File: config.mk
export PLATFORM = sky130hd
export DESIGN_NAME = bb3_ctrl
export DESIGN_NICKNAME = d
export VERILOG_FILES = /design/src/rtl/bb3_pkg.sv /design/src/rtl/bb3_ctrl.sv
export SDC_FILE = /design/constraint.sdc
export NUM_CORES = 1
export LEC_CHECK = 0
export ABC_AREA = 1
export CORE_AREA = 3 3 40 42
export DETAILED_ROUTE_END_ITERATION = 7
export DIE_AREA = 0 0 43 45
export DONT_BUFFER_PORTS = 1
export GPL_TIMING_DRIVEN = 0
export SLEW_MARGIN = 40
export SYNTH_ARGS = -nofsm -noshare
export SYNTH_HDL_FRONTEND = slang
export SYNTH_SLANG_ARGS = --single-unit
File: constraint.sdc
create_clock -name clk -period 1.7 [get_ports clk]
set_input_delay 0 -clock clk [delete_from_list [all_inputs] [get_ports clk]]
set_output_delay 0 -clock clk [all_outputs]
set_load 0.1 [all_outputs]
File: src/rtl/bb3_pkg.sv
// Shared types and constants for the 3x3 RGB box blur.
// Used by every module of the block; no dependencies.
package bb3_pkg;

	localparam int MAX_WIDTH  = 1024;
	localparam int MAX_HEIGHT = 1024;

	localparam int SIZE_W = 11;
	localparam int COL_W  = $clog2(MAX_WIDTH);
	localparam int CNT_W  = $clog2(MAX_WIDTH * MAX_HEIGHT);
	localparam int AREA_W = CNT_W + 1;
	localparam int CH_W   = 8;
	localparam int PIX_W  = 3 * CH_W;
	localparam int SUM_W  = $clog2(9 * (2 ** CH_W - 1) + 1);

	typedef logic [CH_W-1:0]   chan_t;
	typedef logic [SIZE_W-1:0] size_t;

	// red sits in the lowest bits, as on the stream buses
	typedef struct packed {
		chan_t blue;
		chan_t green;
		chan_t red;
	} pix_t;

	// number of window taps inside the frame
	typedef logic [3:0] taps_t;
	localparam taps_t TAPS_ONE   = 4'd1;
	localparam taps_t TAPS_TWO   = 4'd2;
	localparam taps_t TAPS_THREE = 4'd3;
	localparam taps_t TAPS_FOUR  = 4'd4;
	localparam taps_t TAPS_SIX   = 4'd6;
	localparam taps_t TAPS_NINE  = 4'd9;

	typedef struct packed {
		logic capture;
		logic upd;
		logic sum;
		logic mul;
		logic emit;
		logic div_start;
	} bb3_cmd_t;

	typedef struct packed {
		logic has_res;
		logic out_free;
		logic div_done;
	} bb3_sts_t;

endpackage

File: src/rtl/bb3_ctrl.sv
// Controller: steps an item through capture, window update and, with a result, sum,
// mean, output; runs the position divider after a size write. Depends on bb3_pkg.
module bb3_ctrl
	import bb3_pkg::*;
(
	input  logic     clk,
	input  logic     arst_n,
	input  logic     in_valid,
	output logic     in_ready,
	input  logic     cfg_wr,
	input  bb3_sts_t sts,
	output bb3_cmd_t cmd
);

	localparam logic [2:0] ST_IDLE = 3'd0;
	localparam logic [2:0] ST_UPD  = 3'd1;
	localparam logic [2:0] ST_SUM  = 3'd2;
	localparam logic [2:0] ST_MUL  = 3'd3;
	localparam logic [2:0] ST_OUT  = 3'd4;
	localparam logic [2:0] ST_DIV  = 3'd5;

	logic [2:0] state_q;
	logic [2:0] state_d;
	logic       pend_q;
	logic       pend_d;

	always_comb begin
		state_d  = state_q;
		pend_d   = pend_q || cfg_wr;
		cmd      = '0;
		in_ready = 1'b0;
		unique case (state_q)
			ST_IDLE: begin
				if (cfg_wr || pend_q) begin
					cmd.div_start = 1'b1;
					pend_d        = 1'b0;
					state_d       = ST_DIV;
				end else begin
					in_ready = 1'b1;
					if (in_valid) begin
						cmd.capture = 1'b1;
						state_d     = ST_UPD;
					end
				end
			end
			ST_UPD: begin
				cmd.upd = 1'b1;
				state_d = sts.has_res ? ST_SUM : ST_IDLE;
			end
			ST_SUM: begin
				cmd.sum = 1'b1;
				state_d = ST_MUL;
			end
			ST_MUL: begin
				cmd.mul = 1'b1;
				state_d = ST_OUT;
			end
			ST_OUT: begin
				if (sts.out_free) begin
					cmd.emit = 1'b1;
					state_d  = ST_IDLE;
				end
			end
			ST_DIV: begin
				if (cfg_wr) begin
					cmd.div_start = 1'b1;
					pend_d        = 1'b0;
				end else if (sts.div_done) begin
					state_d = ST_IDLE;
				end
			end
			default: begin
				state_d = ST_IDLE;
			end
		endcase
	end

	always_ff @(posedge clk or negedge arst_n) begin
		if (!arst_n) begin
			state_q <= ST_IDLE;
			pend_q  <= 1'b0;
		end else begin
			state_q <= state_d;
			pend_q  <= pend_d;
		end
	end

endmodule

==> flow_metrics.py <==
metrics = {
    "run_status": {
        "status": "finished clean",
    },
    "place": {
        "gp_congestion": 0.663,
        "dp.cells": 63,
        "dp_slack_ns": 0.178,
        "hpwl_um": 543,
        "port_buffers": 0,
    },
    "floorplanning": {
        "pin_count": 14,
        "dieHeight_um": 45,
        "fp.coreArea_um2": 1280,
        "start_util_pct": 22.6,
        "rows": 13,
        "die_w_um": 43,
        "die_area_um2": 1940,
    },
    "worst_setup_path": {
        "worstSetupPathType": "reg -> out",
        "crit_slowest_cell": "o21bai_4",
        "critPathRequiredTime_ns": 1.70,
        "startpoint_type": "register",
        "cp.arrival_ns": 1.58,
        "rrSetupSlack_ns": 0.16,
        "crit_chain": "nor2_4 > nand2_2 > o21bai_4",
        "startpoint": "state_q[0]$_DFFE_PN0P_",
        "slowest_delay_ns": 0.58,
        "cp_max_fo": 6,
        "reg2regPathDepth": 5,
        "timing.rr.start": "state_q[2]$_DFFE_PN0P_",
        "r2r-end": "state_q[1]$_DFFE_PN0P_",
        "end_kind": "output port",
        "endpoint": "cmd[0]",
    },
    "clocking": {
        "cts_root_buffer": "clkbuf_4",
        "htreeDepth": 1,
        "clock_latency_ns": 0.23,
        "clk_pin_slew_ns": 0.04,
        "clockBufferDepth": 2,
        "cts_made_buffers": 3,
        "cts_tree": "built",
        "cts_num_sinks": 4,
        "postCtsSetupBuffers": 0,
    },
    "yosys": {
        "synth_cell_type_count": 14,
        "synth_fp_nets": 53,
        "ys_warn_count": 0,
        "syn_area_per_cell_um2": 6.31,
        "synth_seq_cells": 4,
        "synth_area_um2": 290,
        "yosysSeqAreaShare_pct": 34.5,
        "syn_inst": 46,
    },
    "sta": {
        "timing.final.ws_setup_ns": 0.121,
        "slew_headroom_pct": 57.3,
        "grt_setup_unrepaired": "no",
        "post-route-period-util_pct": 92.9,
        "timing.fmax_ghz": 0.633,
        "slew_violations": 0,
        "worst_slew_pin_slew_ns": 0.639,
        "finalHoldViolCount": 0,
        "min_period_ns": 1.58,
        "setup_viol": 0,
        "clock-skew-final_ns": 0.000431,
    },
    "global_routing": {
        "first_global_vias": 303,
        "antenna_found_initial": 0,
        "overflow": 0,
        "grt_max_degree": 7,
        "grt_pass1_wl_um": 1240,
        "track_usage_pct": 8.62,
    },
    "routing": {
        "dr.pass1.iters": 2,
        "vias": 291,
        "drt_iter0_markers": 2,
        "post_drt_wl_per_cell_um": 10.1,
        "drtAntennaViolNets": 0,
        "drt_wl_total_um": 697,
        "drc": 0,
        "viasPerCell": 4.22,
    },
    "layout": {
        "nNetsFinal": 63,
        "antenna_cells": 0,
        "area_delta_synth_final_pct": 62.5,
        "instances_no_fill": 69,
        "drive_above_1_share_pct": 40.7,
        "fin_util_pct": 36.7,
    },
    "min_path": {
        "hold_path.class": "in -> async",
    },
    "flow_run": {
        "drv_cap": 0,
    },
}
-- layout by cell type (no fill, tap or decap), types with 3 or more instances in the layout --
cell type / count
nand2_1: 11
nor2_2: 3
clkbuf_4: 3
dlygate4sd3_1: 3
inv_1: 9
nor2_4: 5
nor2_1: 3
-- per-stage QoR --
step                hold slack [ns]  setup TNS (ns)  cell area [um2]
global route                 0.0408               0              472
floorplan                    -0.296               0              330
finish                       0.0404               0              472
CTS                          0.0457               0              459
global placement             -0.295          -0.122              349
detailed placement           -0.295               0              407
-- sequential cells by signal, indices dropped and copies added (netlist names) --
| signal | cells |
|---|---|
| state_q | 3 |
| pend_q | 1 |
-- Yosys cell counts --
library cell | n | area, um2
dfrtp_1 | 4 | 100
o21bai_1 | 1 | 7.51
inv_2 | 1 | 3.75
nor4_1 | 1 | 6.26
nand2_2 | 2 | 12.5
o21ai_0 | 1 | 5.00
o22ai_1 | 1 | 6.26
nor2_1 | 8 | 30.0
nand3_1 | 2 | 10.0
inv_1 | 9 | 33.8
nor3_2 | 1 | 10.0
nor2_2 | 3 | 18.8
nand2_1 | 11 | 41.3
nor3_1 | 1 | 5.00
-- cell type report --
class                      count  area [um2]
clock buffer                   3        22.5
sequential                     4         103
timing repair buffer           5        60.1
fill                         130         813
inverter                      10        40.0
tap                           15        18.8
multi-input combinational     32         228
-- worst min-delay path by stage --
| stage | start | to | slack, ns | cells past startpoint |
|---|---|---|---|---|
| final | arst_n | pend_q$_DFF_PN0_ | 0.04 | 1 |
| after global routing | arst_n | pend_q$_DFF_PN0_ | 0.04 | 1 |
| after CTS | arst_n | pend_q$_DFF_PN0_ | 0.05 | 1 |
| after detailed placement | arst_n | pend_q$_DFF_PN0_ | -0.30 | 0 |
| after global placement | arst_n | pend_q$_DFF_PN0_ | -0.30 | 0 |
| after floorplan | arst_n | pend_q$_DFF_PN0_ | -0.30 | 0 |
-- worst max-delay path, delay by kind of cell (launching register included) --
| family | cells | cell delay, ns |
|---|---|---|
| compound gates | 1 | 0.58 |
| flops | 1 | 0.46 |
| simple gates | 2 | 0.31 |
-- cells by family (layout without fill, tap and decap cells) --
kind of cell / Yosys count / after routing / synth area share, %
AO/OA/AOI/OAI: 3 / 3 / 6.47
flip-flops: 4 / 4 / 34.5
AND/OR/NAND/NOR: 29 / 29 / 46.1
buffers and inverters: 10 / 18 / 12.9
-- timing repair --
action / 4_1_cts / 5_1_grt
hold buffers: 3 / 0
hold endpoints to repair: 6 / 0
setup endpoints to repair: 0 / 2
gates resized for setup: 0 / 5
-- routing by layer --
layer | wire (um) | track usage, %
met5 | 0 | 0
met4 | 0 | 1.81
met3 | 55 | 5.58
met2 | 365 | 14.1
met1 | 276 | 9.54
Power is not shown: default switching activity piles up to over one toggle a cycle in this logic, so the estimate is an artifact.
